--- src/design/pgc_pkg.sv ---
package pgc_pkg;

  localparam int unsigned TimeW = 32;
  localparam int unsigned DistW = 13;
  localparam int unsigned AngleW = 8;
  localparam int unsigned CfgAddrW = 3;
  localparam int unsigned CfgDataW = 17;

  localparam logic [CfgAddrW-1:0] CFG_NEAR_THRESHOLD = 3'd0;
  localparam logic [CfgAddrW-1:0] CFG_CLOSE_DELAY    = 3'd1;
  localparam logic [CfgAddrW-1:0] CFG_OVERRIDE       = 3'd2;
  localparam logic [CfgAddrW-1:0] CFG_REPEAT_WINDOW  = 3'd3;
  localparam logic [CfgAddrW-1:0] CFG_AUTO_ENABLE    = 3'd4;
  localparam logic [CfgAddrW-1:0] CFG_OPEN_ANGLE     = 3'd5;
  localparam logic [CfgAddrW-1:0] CFG_SHUT_ANGLE     = 3'd6;

  localparam logic [1:0] CMD_OPEN  = 2'd0;
  localparam logic [1:0] CMD_CLOSE = 2'd1;
  localparam logic [1:0] CMD_OTHER = 2'd2;

  localparam logic ACT_SAMPLE = 1'b0;

  typedef enum logic [2:0] {
    EV_NONE    = 3'd0,
    EV_OPENED  = 3'd1,
    EV_CLOSED  = 3'd2,
    EV_DUP     = 3'd3,
    EV_EXPIRED = 3'd4
  } ev_t;

  typedef struct packed {
    logic [DistW-1:0]  near_threshold;
    logic [15:0]       close_delay_ms;
    logic [16:0]       override_ms;
    logic [15:0]       repeat_window_ms;
    logic              auto_enable;
    logic [AngleW-1:0] open_angle;
    logic [AngleW-1:0] shut_angle;
  } cfg_t;

  typedef struct packed {
    logic             is_open;
    logic             far_timer_running;
    logic [TimeW-1:0] far_since;
    logic             override_active;
    logic [TimeW-1:0] override_since;
    logic [1:0]       prev_cmd;
    logic             prev_cmd_valid;
    logic [TimeW-1:0] prev_cmd_time;
  } state_t;

  typedef struct packed {
    logic             action;
    logic [TimeW-1:0] now_ms;
    logic [DistW-1:0] distance;
    logic [1:0]       gate_cmd;
  } item_t;

  typedef struct packed {
    logic              gate_open;
    logic [AngleW-1:0] servo_angle;
    ev_t               event_res;
  } result_t;

endpackage

--- src/design/pgc_step.sv ---
module pgc_step (
  input  pgc_pkg::cfg_t    cfg,
  input  pgc_pkg::state_t  st,
  input  pgc_pkg::item_t   item,
  output pgc_pkg::state_t  st_nxt,
  output pgc_pkg::result_t res
);
  import pgc_pkg::*;

  logic [TimeW-1:0] elapsed_ovr;
  logic [TimeW-1:0] elapsed_far;
  logic [TimeW-1:0] elapsed_cmd;
  logic [TimeW-1:0] far_elapsed;
  logic [1:0]       cmd_n;
  logic             far;
  ev_t              ev;
  state_t           nx;

  assign elapsed_ovr = item.now_ms - st.override_since;
  assign elapsed_far = item.now_ms - st.far_since;
  assign elapsed_cmd = item.now_ms - st.prev_cmd_time;
  assign far_elapsed = st.far_timer_running ? elapsed_far : '0;
  assign cmd_n = (item.gate_cmd == CMD_OPEN || item.gate_cmd == CMD_CLOSE) ?
                 item.gate_cmd : CMD_OTHER;
  assign far = (item.distance >= cfg.near_threshold) || (item.distance == '0);

  always_comb begin
    nx = st;
    ev = EV_NONE;
    if (item.action == ACT_SAMPLE) begin
      if (st.override_active && (elapsed_ovr >= {15'd0, cfg.override_ms})) begin
        nx.override_active = 1'b0;
        ev = EV_EXPIRED;
      end
      if (!nx.override_active && cfg.auto_enable) begin
        if (!st.is_open && !far) begin
          nx.is_open = 1'b1;
          nx.far_timer_running = 1'b0;
          ev = EV_OPENED;
        end else if (st.is_open) begin
          if (far) begin
            nx.far_timer_running = 1'b1;
            if (!st.far_timer_running) begin
              nx.far_since = item.now_ms;
            end
            if (far_elapsed >= {16'd0, cfg.close_delay_ms}) begin
              nx.is_open = 1'b0;
              nx.far_timer_running = 1'b0;
              ev = EV_CLOSED;
            end
          end else begin
            nx.far_timer_running = 1'b0;
          end
        end
      end
    end else begin
      if (st.prev_cmd_valid && (cmd_n == st.prev_cmd) &&
          (elapsed_cmd < {16'd0, cfg.repeat_window_ms})) begin
        ev = EV_DUP;
      end else begin
        nx.prev_cmd = cmd_n;
        nx.prev_cmd_valid = 1'b1;
        nx.prev_cmd_time = item.now_ms;
        nx.override_active = 1'b1;
        nx.override_since = item.now_ms;
        case (cmd_n)
          CMD_OPEN: begin
            nx.is_open = 1'b1;
            ev = EV_OPENED;
          end
          CMD_CLOSE: begin
            nx.is_open = 1'b0;
            ev = EV_CLOSED;
          end
          default: ev = EV_NONE;
        endcase
      end
    end
  end

  assign st_nxt = nx;
  assign res.gate_open = nx.is_open;
  assign res.servo_angle = nx.is_open ? cfg.open_angle : cfg.shut_angle;
  assign res.event_res = ev;

endmodule

--- src/design/proximity_gate_controller.sv ---
// An input transfer is captured in the input register, then one pass of compare
// logic writes its result into the result register.
// Throughput: one item per cycle; the result register and the input register
// advance together whenever the result side is not stalled.
// Reset (rst_n low, synchronous): configuration, state and valid registers return to their defaults,
// gate closed, no override, no timer, no previous command, both stages empty.
module proximity_gate_controller (
  input  logic                            clk,
  input  logic                            rst_n,
  input  logic                            in_valid,
  output logic                            in_stall,
  input  logic                            in_action,
  input  logic [31:0]                     in_now_ms,
  input  logic [12:0]                     in_distance,
  input  logic [1:0]                      in_gate_cmd,
  output logic                            out_valid,
  input  logic                            out_stall,
  output logic                            out_gate_open,
  output logic [7:0]                      out_servo_angle,
  output logic [2:0]                      out_event_res,
  input  logic                            cfg_we,
  input  logic [pgc_pkg::CfgAddrW-1:0]    cfg_addr,
  input  logic [pgc_pkg::CfgDataW-1:0]    cfg_wdata
);
  import pgc_pkg::*;

  cfg_t    cfg_r;
  state_t  st_r;
  state_t  st_nxt;
  item_t   item_r;
  logic    item_valid_r;
  result_t res_nxt;
  result_t res_r;
  logic    res_valid_r;
  logic    advance;

  assign advance  = !res_valid_r || !out_stall;
  assign in_stall = item_valid_r && !advance;

  always_ff @(posedge clk) begin
    if (!rst_n) begin
      cfg_r.near_threshold   <= 13'd400;
      cfg_r.close_delay_ms   <= 16'd3000;
      cfg_r.override_ms      <= 17'd30000;
      cfg_r.repeat_window_ms <= 16'd2000;
      cfg_r.auto_enable      <= 1'b1;
      cfg_r.open_angle       <= 8'd0;
      cfg_r.shut_angle       <= 8'd90;
    end else if (cfg_we) begin
      unique case (cfg_addr)
        CFG_NEAR_THRESHOLD: cfg_r.near_threshold   <= cfg_wdata[DistW-1:0];
        CFG_CLOSE_DELAY:    cfg_r.close_delay_ms   <= cfg_wdata[15:0];
        CFG_OVERRIDE:       cfg_r.override_ms      <= cfg_wdata[16:0];
        CFG_REPEAT_WINDOW:  cfg_r.repeat_window_ms <= cfg_wdata[15:0];
        CFG_AUTO_ENABLE:    cfg_r.auto_enable      <= cfg_wdata[0];
        CFG_OPEN_ANGLE:     cfg_r.open_angle       <= cfg_wdata[AngleW-1:0];
        CFG_SHUT_ANGLE:     cfg_r.shut_angle       <= cfg_wdata[AngleW-1:0];
        default: ;
      endcase
    end
  end

  always_ff @(posedge clk) begin
    if (!in_stall) begin
      item_r.action   <= in_action;
      item_r.now_ms   <= in_now_ms;
      item_r.distance <= in_distance;
      item_r.gate_cmd <= in_gate_cmd;
    end
  end

  pgc_step u_step (
    .cfg    (cfg_r),
    .st     (st_r),
    .item   (item_r),
    .st_nxt (st_nxt),
    .res    (res_nxt)
  );

  always_ff @(posedge clk) begin
    if (!rst_n) begin
      item_valid_r <= 1'b0;
      res_valid_r  <= 1'b0;
      st_r         <= '0;
    end else begin
      if (!in_stall) begin
        item_valid_r <= in_valid;
      end
      if (advance) begin
        res_valid_r <= item_valid_r;
        if (item_valid_r) begin
          st_r <= st_nxt;
        end
      end
    end
  end

  always_ff @(posedge clk) begin
    if (advance && item_valid_r) begin
      res_r <= res_nxt;
    end
  end

  assign out_valid       = res_valid_r;
  assign out_gate_open   = res_r.gate_open;
  assign out_servo_angle = res_r.servo_angle;
  assign out_event_res   = res_r.event_res;

endmodule
--- config.mk ---
export PLATFORM = sky130hd
export DESIGN_NAME = proximity_gate_controller
export DESIGN_NICKNAME = d
export VERILOG_FILES = /design/src/design/pgc_pkg.sv /design/src/design/pgc_step.sv /design/src/design/proximity_gate_controller.sv
export SDC_FILE = /design/constraint.sdc
export NUM_CORES = 1
export LEC_CHECK = 0
export ABC_AREA = 1
export ABC_CLOCK_PERIOD_IN_PS = 3840
export BUFFER_PORTS_ARGS = -buffer_cell sky130_fd_sc_hd__buf_2
export CORE_AREA = 10 10 189 173
export DETAILED_ROUTE_END_ITERATION = 16
export DIE_AREA = 0 0 199 183
export PLACE_DENSITY = 0.67
export REMOVE_ABC_BUFFERS = 1
export SYNTH_ARGS = -nofsm -noshare
export SYNTH_HDL_FRONTEND = slang
export SYNTH_SLANG_ARGS = --single-unit
--- constraint.sdc ---
create_clock -name clk -period 3.84 [get_ports clk]
set_input_delay 0.384 -clock clk [delete_from_list [all_inputs] [get_ports clk]]
set_output_delay 0.384 -clock clk [all_outputs]
set_load 0.01 [all_outputs]
==> results of run 1 <==
[final timing paths]
kind | cells past startpoint | slack [ns] | from | to
setup / recovery | 21 | 0.05 | item_r[15] | out_servo_angle[1]
hold / removal | 1 | 0.03 | in_distance[1] | item_r[3]
setup reg to reg | 21 | 0.05 | item_r[15] | out_servo_angle[1]
hold reg to reg | 2 | 0.46 | st_r[77] | st_r[77]
[cell usage in the layout (no fill, tap or decap), drive strengths merged, types with 2 or more instances in the layout]
cell,count
a21oi,174
xor2,15
clkbuf,38
fa,2
a31oi,3
o211ai,18
edfxtp,60
a21o,3
dfxtp,151
nand4,26
nand3b,4
nand3,107
o21ai,140
and2,5
clkinv,8
o21bai,6
buf,187
nor4,4
or2,2
nor2,164
nand2,593
xnor2,9
ha,123
bufinv,3
nor3,14
inv,413
and3,3
a211oi,5
[registers in the layout, indices dropped and copies added (netlist names)]
signal / cells
out_gate_open: 1
item_valid_r: 1
out_valid: 1
out_servo_angle: 8
cfg_r: 79
out_event_res: 3
st_r: 70
item_r: 48
[synth_stat cells (6+ instances only)]
cell type | count | area (sq um)
nor2_1 | 146 | 548
dfxtp_1 | 151 | 3020
edfxtp_1 | 60 | 1800
o21bai_1 | 6 | 45.0
nand3_1 | 98 | 490
nand3_2 | 7 | 70.1
a21oi_1 | 173 | 866
nor2_2 | 16 | 100
nor3_1 | 13 | 65.1
o21ai_0 | 126 | 631
nand2_2 | 10 | 62.6
ha_1 | 123 | 1540
inv_1 | 404 | 1520
o21ai_1 | 14 | 70.1
xnor2_1 | 9 | 78.8
nand4_1 | 25 | 156
clkbuf_1 | 24 | 90.1
o211ai_1 | 18 | 135
buf_2 | 7 | 35.0
inv_2 | 8 | 30.0
nand2_1 | 579 | 2170
xor2_1 | 15 | 131
[layout make-up]
| cell class | instances | share of cell area |
|---|---|---|
| Clock inverter | 10 | 0.00760 |
| Sequential cell | 211 | 0.274 |
| Inverter | 415 | 0.0885 |
| Antenna cell | 1 | 0.000142 |
| Clock buffer | 34 | 0.0386 |
| Timing Repair Buffer | 191 | 0.0812 |
| Tap cell | 366 | 0.0260 |
| Multi-Input combinational cell | 1425 | 0.484 |
[cells by family (layout without fill, tap and decap cells)]
logic type | Yosys count | count (layout) | share of synthesized area
AOI/OAI and AO/OA | 353 | 353 | 0.133
DFF | 211 | 211 | 0.340
buffers and inverters | 455 | 650 | 0.125
adders and majority gates | 125 | 125 | 0.111
and+or+nand+nor | 921 | 923 | 0.276
other | 0 | 1 | 0
xor gates and xnor gates | 24 | 24 | 0.0148
[where the power goes]
group	leakage [nW]	switching, mW	internal (mW)	total, mW
Sequential	1.85	0.0651	2.39	2.45
Combinational	6.48	1.04	0.673	1.71
Clock	0.395	0.966	1.44	2.40
[timing repair]
| item | CTS | global route |
|---|---|---|
| gates resized for setup | 8 | 232 |
| setup buffers | 0 | 32 |
| gates cloned | 0 | 8 |
| pin swaps | 1 | 71 |
| endpoints found under the setup margin | 41 | 80 |
[per-layer routing]
layer / up-vias / share of wire / wire (um) / global-route usage
li1: 7016 / - / - / -
met1: 6446 / 0.47 / 20900 / 0.319
met2: 337 / 0.45 / 19800 / 0.350
met3: 85 / 0.057 / 2530 / 0.0231
met4: 0 / 0.028 / 1250 / 0.0604
met5: - / 0 / 0 / 0
[worst max-delay path, cell delays in order (launching register included)]
cell and delay [ns]:
edfxtp_1 0.36, inv_2 0.08, ha_1 0.24, fa_1 0.38, inv_1 0.18, nand3_1 0.14
nand3_1 0.23, nand2_1 0.10, nand3_1 0.13, xnor2_1 0.18, nor2_1 0.10, ha_1 0.21
a21oi_2 0.12, nor2_1 0.05, a211oi_1 0.21, nand2_1 0.12, nor3_4 0.28, o21bai_4 0.09
nand2_4 0.14, nand2_8 0.09, nand2_1 0.07, nand2_1 0.05
==> flow_metrics.py, run 1 <==
metrics = {
    "logic_synthesis": {
        "syn_inst": 2089,
        "synth-seq-area-share": 0.340,
        "synth_flop_cell": "dfxtp_1",
        "syn-cell-area_sq_um": 14200,
        "synthArstFlopShare": 0,
        "ys_ff_latch": 211,
        "synth_cell_types": 50,
        "synth_warnings": 0,
        "synth-edff-count": 60,
        "syn_avg_cell_area_sq_um": 6.79,
    },
    "sta": {
        "drv_slew": 0,
        "setup-violations-final": 0,
        "rsz0062_at_grt": "yes",
        "relSlewSlack": 0.217,
        "finalCriticalPeriod_ns": 3.79,
        "setup_slack_ns": 0.0545,
        "tightest_slew_ns": 1.17,
        "fin_skew_ns": 0.0107,
        "fmax_mhz": 264,
        "setup_tns_ns": 0,
        "hold_viol": 0,
        "hold_slack_ns": 0.0297,
        "post-route-period-util": 0.986,
    },
    "clock_network": {
        "clk-insertion-delay-late_ns": 0.52,
        "numCtsBuffers": 24,
        "clockRootBuffer": "clkbuf_16",
        "clockBufferDepth": 3,
        "cts.sinks": 211,
        "cts_hold_buf": 0,
        "cts_tree": "done",
        "cts_max_level": 1,
        "cts.clk_slew.worst_paths_ns": 0.07,
    },
    "detailed_routing": {
        "routedWlPerCell_um": 16.8,
        "wl_um": 44500,
        "vias_per_cell": 5.23,
        "via_count": 13900,
        "first_iter_violations": 959,
        "firstDrtPassIters": 6,
        "route.detailed.drc": 0,
        "drt.antenna.violating_nets": 0,
    },
    "place": {
        "post_dp_cell_area_sq_um": 15400,
        "dp_cells": 2568,
        "io_buffers": 86,
        "dpl_worst_slack_ns": -0.113,
        "dp_hpwl_um": 32800,
        "gp_congestion": 0.927,
    },
    "power_and_ir_drop": {
        "power.total_mw": 6.57,
        "p_leak_nw": 8.73,
        "power.density_nw_per_um2": 373,
        "peakVddDrop_mv": 0.338,
    },
    "grt": {
        "grt_first_pass_wirelength_um": 65600,
        "grt_max_degree": 83,
        "grt_use_total": 0.223,
        "grt_pass1_vias": 12600,
        "globalRouteOverflowTotal": 0,
        "antenna_found_initial": 2,
    },
    "outcome": {
        "status": "finished, final reports clean",
    },
    "critical_path": {
        "end_kind": "flop",
        "arrival_ns": 4.07,
        "required_ns": 4.12,
        "start_kind": "flop",
        "crit_path_max_fanout": 10,
        "worstSetupPathType": "reg2reg",
    },
    "floorplanning": {
        "fp.dieW_um": 199,
        "rows": 59,
        "coreArea_sq_um": 28600,
        "pin_count": 87,
        "dieArea_sq_um": 36400,
        "die-height_um": 183,
        "initial_utilization": 0.495,
    },
    "finish": {
        "final_cell_count_no_fill": 2653,
        "multi_input_area_sq_um": 8530,
        "finalCoreUtilization": 0.615,
        "design_area_sq_um": 17600,
        "nets": 2466,
        "drive_above_1_share": 0.196,
        "synthToLayoutAreaGrowth_pct": 24.2,
        "fillCellCount": 2595,
        "seqCellArea_sq_um": 4830,
    },
    "run": {
        "maxCapViolCount": 0,
    },
    "worst_hold_path": {
        "min_path_type": "in2reg",
    },
}
(Power assumes the default switching activity.)
==> run 2: changes to the inputs <==
Settings changed: SETUP_SLACK_MARGIN set to 0.3.
==> run 2 against run 1 <==
Against the previous run: hold slack worse by 0.0016 ns; design area grew 3.9%; register-to-register slack gained 0.03 ns; power up 2.8%; cell count increased by 1.3%; die area did not move; first-iteration DRC count rose by 24%; non-clock buffer count is 32 higher; highest routed layer unchanged; sequential cell count unchanged; largest cell class unchanged; largest power group unchanged.
==> flow_metrics.py, run 2 (synthesis gave the netlist of run 1 again) <==
metrics = {
    "outcome": {
        "status": "finished, final reports clean",
    },
    "sta": {
        "finalCriticalPeriod_ns": 3.76,
        "hold_viol": 0,
        "rsz0062_at_grt": "yes",
        "setup-violations-final": 0,
        "tightest_slew_ns": 1.21,
        "post-route-period-util": 0.978,
        "relSlewSlack": 0.191,
        "drv_slew": 0,
        "fmax_mhz": 266,
        "fin_skew_ns": 0.0121,
        "setup_tns_ns": 0,
    },
    "critical_path": {
        "crit_path_max_fanout": 5,
        "path_cells": "buf_4 -> buf_4 -> ha_4 -> nand3_1 -> nand2_4 -> nand2_2 -> nand2_4 -> buf_4 -> nand2_1 -> nand2_2 -> xnor2_2 -> nor2_1 -> ha_1 -> a21oi_1 -> nor2_1 -> a211oi_2 -> nand2_2 -> nor3_4 -> o21bai_4 -> nand2_8 -> nand2_8 -> nand2_2 -> nand2_1",
        "end_kind": "flop",
        "crit_family": "simple AND/OR/NAND/NOR gates",
        "start_kind": "flop",
        "cp_slowest_stage_delay_ns": 0.39,
        "crit_slowest_cell": "edfxtp_1",
        "cp_common_cell": "nand2_2",
        "worstSetupPathType": "reg2reg",
        "path_buf_inv": 3,
        "required_ns": 4.12,
        "arrival_ns": 4.03,
    },
    "grt": {
        "grt_max_degree": 83,
        "grt_pass1_vias": 13200,
        "globalRouteOverflowTotal": 0,
        "antenna_found_initial": 1,
        "grt_first_pass_wirelength_um": 69400,
        "grt_use_total": 0.237,
    },
    "clock_network": {
        "cts_tree": "done",
        "cts.clk_slew.worst_paths_ns": 0.07,
        "numCtsBuffers": 24,
        "clockBufferDepth": 3,
        "cts_hold_buf": 0,
        "cts_max_level": 1,
        "clockRootBuffer": "clkbuf_16",
        "clk-insertion-delay-late_ns": 0.53,
        "cts.sinks": 211,
    },
    "finish": {
        "top_register": "cfg_r",
        "multi_input_area_sq_um": 8890,
        "nets": 2500,
        "drive_above_1_share": 0.226,
        "layout_commonest_cell": "nand2_1",
        "seqCellArea_sq_um": 4830,
        "design_area_sq_um": 18300,
        "final_cell_mix": "nand2_1 (507), inv_1 (393), a21oi_1 (155)",
        "synthToLayoutAreaGrowth_pct": 29.0,
        "largest_reg_flops": 79,
        "largestRegisters": "cfg_r: 79 flops, st_r: 70 flops, item_r: 48 flops",
        "fillCellCount": 2486,
    },
    "floorplanning": {
        "pin_count": 87,
        "coreArea_sq_um": 28600,
        "dieArea_sq_um": 36400,
        "die-height_um": 183,
        "initial_utilization": 0.495,
        "rows": 59,
        "fp.dieW_um": 199,
    },
    "power_and_ir_drop": {
        "power.total_mw": 6.75,
        "power.density_nw_per_um2": 369,
        "p_leak_nw": 8.99,
        "peakVddDrop_mv": 0.340,
    },
    "place": {
        "gp_congestion": 0.927,
        "post_dp_cell_area_sq_um": 15400,
        "io_buffers": 86,
        "dp_hpwl_um": 32800,
    },
    "detailed_routing": {
        "firstDrtPassIters": 6,
        "via_count": 14300,
        "vias_per_cell": 5.30,
        "route.detailed.drc": 0,
        "wl_um": 46400,
        "first_iter_violations": 1187,
        "drt.antenna.violating_nets": 0,
        "routedWlPerCell_um": 17.3,
    },
    "run": {
        "maxCapViolCount": 0,
    },
    "worst_hold_path": {
        "min_path_type": "in2reg",
    },
}
run 2: cell count changes in the layout (fill, tap and decap cells not counted), sizes merged:
cell,previous run,this run
buf,187,219
clkinv,8,9
inv,413,412
nand2,593,595
run 2: stage by stage:
step	hold WS [ns]	worst slack, ns	util	instances
6_report	0.0282	0.0844	0.639	2687
5_1_grt	0.0201	-0.102	0.639	2687
4_1_cts	0.0194	0.233	0.600	2643
3_5_place_dp	0.452	-0.113	0.538	2568
3_3_place_gp	0.444	-0.0352	0.538	2568
2_1_floorplan	0.429	0.423	-	2049
run 2: worst paths after layout:
path,end,startpoint,slack (ns),depth (start not counted)
setup / recovery,out_servo_angle[4],item_r[16],0.08,23
hold / removal,item_r[3],in_distance[1],0.03,1
setup reg to reg,out_servo_angle[4],item_r[16],0.08,23
hold reg to reg,st_r[27],st_r[27],0.46,2
run 2: timing repair:
| action | in CTS | in global routing |
|---|---|---|
| setup buffers | 24 | 36 |
| setup endpoints to repair | 82 | 82 |
| cloned | 7 | 7 |
| resized for setup | 124 | 178 |
| pin swaps | 43 | 89 |
run 2: worst reg2reg max path, stage by stage (launching register included):
cell and delay (ns):
edfxtp_1 0.39, buf_4 0.16, buf_4 0.15, ha_4 0.27
nand3_1 0.14, nand2_4 0.16, nand2_2 0.08, nand2_4 0.07
buf_4 0.12, nand2_1 0.06, nand2_2 0.10, xnor2_2 0.13
nor2_1 0.07, ha_1 0.29, a21oi_1 0.16, nor2_1 0.06
a211oi_2 0.23, nand2_2 0.09, nor3_4 0.27, o21bai_4 0.14
nand2_8 0.13, nand2_8 0.09, nand2_2 0.07, nand2_1 0.06
run 2: cell type report:
type | count | share of cell area
multi-input cells | 1427 | 0.486
well taps | 366 | 0.0250
clock buffers | 34 | 0.0371
flip-flops and latches | 211 | 0.264
repair buffers | 223 | 0.0958
inverters | 415 | 0.0854
diodes | 1 | 0.000137
clock inverters | 10 | 0.00731
run 2: report_power, final:
group	internal, mW	switching [mW]
clock network	1.44	0.971
logic	0.769	1.12
registers	2.39	0.0649
run 2: per-layer routing:
| metal | vias up | routed length (um) | part of all wire | GRT usage |
|---|---|---|---|---|
| met5 | - | 0 | 0 | 0 |
| met4 | 0 | 1390 | 0.030 | 0.0625 |
| met3 | 95 | 2790 | 0.060 | 0.0249 |
| met2 | 422 | 20900 | 0.45 | 0.379 |
| met1 | 6654 | 21300 | 0.46 | 0.332 |
| li1 | 7079 | - | - | - |
==> run 3: changes to the inputs <==
Settings changed: ABC_AREA 1 to unset, PLACE_DENSITY 0.67 to 0.66.
==> run 3 against run 2 <==
Against the previous run: the run now ends with setup timing left; critical path type unchanged; first-iteration DRC count fell by 21%; largest cell class unchanged; hold slack got worse by 0.0025 ns; clock power down 2%; worst setup slack got worse by 1.0 ns; largest power group unchanged.
==> flow_metrics.py, run 3 <==
metrics = {
    "finish": {
        "layout_commonest_cell": "buf_4",
        "synthToLayoutAreaGrowth_pct": 32.7,
        "final_cell_mix": "buf_4 (321), nand2_1 (215), dfxtp_1 (150)",
        "nets": 2169,
        "largest_reg_flops": 79,
        "design_area_sq_um": 18400,
        "finalCoreUtilization": 0.641,
        "top_register": "cfg_r",
        "largestRegisters": "cfg_r: 79 flops, st_r: 70 flops, item_r: 48 flops",
        "antenna_cells": 0,
        "drive_above_1_share": 0.282,
    },
    "logic_synthesis": {
        "synthDominantCellAreaShare": 0.219,
        "syn-cell-area_sq_um": 13800,
        "synth.top_cells.by_count": "nand2_1 (217), dfxtp_1 (151), inv_1 (144)",
        "synth_warnings": 0,
        "synth-edff-count": 60,
        "ys_ff_latch": 211,
        "synth_flop_cell": "dfxtp_1",
        "syn_avg_cell_area_sq_um": 8.68,
        "synthArstFlopShare": 0,
        "syn_inst": 1594,
        "synth_area_leaders": "dfxtp_1 (22%), edfxtp_1 (13%), ha_1 (11%)",
        "yosys.area.top_type": "dfxtp_1",
        "yosysMostFrequentCell": "nand2_1",
        "synth-seq-area-share": 0.349,
        "synth_cell_types": 84,
    },
    "floorplanning": {
        "pin_count": 87,
        "rows": 59,
        "coreArea_sq_um": 28600,
        "initial_utilization": 0.483,
        "fp.dieW_um": 199,
        "dieArea_sq_um": 36400,
        "die-height_um": 183,
    },
    "sta": {
        "setup_tns_ns": -67.08,
        "finalCriticalPeriod_ns": 4.79,
        "rsz0062_at_grt": "yes",
        "tightest_slew_ns": 0.910,
        "fin_skew_ns": 0.0181,
        "drv_slew": 0,
        "fmax_mhz": 209,
        "setup_slack_ns": -0.952,
        "post-route-period-util": 1.25,
        "relSlewSlack": 0.393,
        "hold_viol": 0,
        "setup-violations-final": 82,
    },
    "critical_path": {
        "rrSetupSlack_ns": -0.95,
        "cp_common_cell": "ha_1",
        "end_kind": "flop",
        "cp_slowest_stage_delay_ns": 0.48,
        "arrival_ns": 5.06,
        "crit_family": "simple AND/OR/NAND/NOR gates",
        "crit_slowest_cell": "or4b_1",
        "r2r-start": "item_r[16]",
        "worstRegToRegCells": 19,
        "crit_path_max_fanout": 5,
        "start_kind": "flop",
        "required_ns": 4.11,
        "path_buf_inv": 1,
        "worstSetupPathType": "reg2reg",
        "path_cells": "ha_1 -> nor2b_4 -> o2111ai_4 -> a2111oi_4 -> buf_4 -> nor2_2 -> xnor2_2 -> ha_1 -> a21oi_1 -> nor2b_1 -> o21ai_1 -> nand2_1 -> nor3_1 -> o221ai_1 -> or4b_1 -> or4_4 -> a21o_1 -> nand4_4 -> mux2_4",
        "r2r-end": "out_servo_angle[4]",
    },
    "place": {
        "gp_congestion": 0.949,
        "io_buffers": 86,
        "dp_hpwl_um": 32200,
        "dpl_worst_slack_ns": -1.42,
        "post_dp_cell_area_sq_um": 16700,
    },
    "detailed_routing": {
        "firstDrtPassIters": 5,
        "via_count": 13000,
        "route.detailed.drc": 0,
        "vias_per_cell": 5.52,
        "first_iter_violations": 932,
        "drt.antenna.violating_nets": 0,
        "wl_um": 42900,
        "routedWlPerCell_um": 18.2,
    },
    "clock_network": {
        "cts.clk_slew.worst_paths_ns": 0.06,
        "cts.sinks": 211,
        "clk-insertion-delay-late_ns": 0.53,
        "cts_hold_buf": 0,
        "numCtsBuffers": 24,
        "cts_max_level": 1,
        "clockBufferDepth": 3,
        "cts_tree": "done",
        "clockRootBuffer": "clkbuf_16",
    },
    "grt": {
        "grt_use_total": 0.224,
        "use_met2": 0.358,
        "grt_first_pass_wirelength_um": 66300,
        "globalRouteOverflowTotal": 0,
        "grt_util_met3": 0.0340,
        "grt_max_degree": 70,
        "grt_pass1_vias": 12800,
        "top_usage_layer": "met2",
        "antenna_found_initial": 2,
        "met1_usage": 0.309,
    },
    "power_and_ir_drop": {
        "p_leak_nw": 8.05,
        "power.density_nw_per_um2": 345,
        "peakVddDrop_mv": 0.390,
        "power.total_mw": 6.33,
    },
    "worst_hold_path": {
        "min_path_type": "in2reg",
        "min_path_cells": 1,
        "hold_start": "in_now_ms[0]",
        "whs_endpoint": "item_r[15]",
    },
    "outcome": {
        "violations": "setup timing",
        "status": "finished, violations left",
    },
    "run": {
        "maxCapViolCount": 0,
    },
}
## run 3: changes by cell type in the layout (fill, tap and decap cells not counted), moves of 24 or more
cell      previous run  this run
a21boi_0             0        54
a21o_1               3        31
a21oi_1            155        68
buf_4              104       321
ha_1                89       116
ha_4                31         7
inv_1              393       142
mux2i_1              0        65
nand2_1            507       215
nand2_2             62         2
nand3_1             79        17
nor2_1             136        61
nor2b_1              0        76
o21ai_0            111        55
## run 3: cell type report
cell class                      instances  area [sq um]
Clock buffer                           38           800
Clock inverter                          6          37.5
Fill cell                            2438         10300
Inverter                              144           541
Multi-Input combinational cell       1169          8570
Sequential cell                       211          4830
Tap cell                              366           458
Timing Repair Buffer                  421          3130
## run 3: how the worst max path moves through the flow
stage | startpoint | end | slack [ns] | depth (start not counted)
floorplan | item_r[15] | st_r[1] | -1.17 | 20
global placement | item_r[16] | out_servo_angle[3] | -1.36 | 19
detailed placement | item_r[16] | out_servo_angle[4] | -1.42 | 19
CTS | item_r[15] | out_servo_angle[4] | -0.90 | 20
global route | item_r[15] | st_r[8] | -1.14 | 22
finish | item_r[16] | out_servo_angle[4] | -0.95 | 19
## run 3: what timing repair did
| action | 4_1_cts | 5_1_grt |
|---|---|---|
| pin swaps | 22 | 10 |
| endpoints found under the hold margin | 0 | 0 |
| gates resized for setup | 61 | 34 |
| endpoints found under the setup margin | 82 | 82 |
| buffers inserted | 14 | 9 |
| cloned | 4 | 4 |
## run 3: cells by family after synthesis
logic type	Yosys count	synth area share
AO/OA/AOI/OAI	402	0.200
XOR/XNOR	35	0.0222
adder cells (fa/ha/maj)	125	0.114
buffers and inverters	215	0.0630
flip-flops	211	0.349
multiplexers	81	0.0618
AND/OR/NAND/NOR	525	0.190
## run 3: per-stage QoR
step           instances  hold WS, ns
4_1_cts             2342      0.00971
2_1_floorplan       1523        0.439
6_report            2355       0.0257
5_1_grt             2355       0.0152
3_5_place_dp        2280        0.458
3_3_place_gp        2280        0.451
## run 3: metal layers
layer | vias to the layer above | routed length (um)
met2 | 330 | 19300
met1 | 6153 | 19500
met5 | - | 17
li1 | 6429 | -
met3 | 80 | 2830
met4 | 2 | 1210
## run 3: power by group
group          switching (mW)  internal, mW
Clock                   0.935          1.43
Sequential             0.0581          2.37
Combinational           0.777         0.766
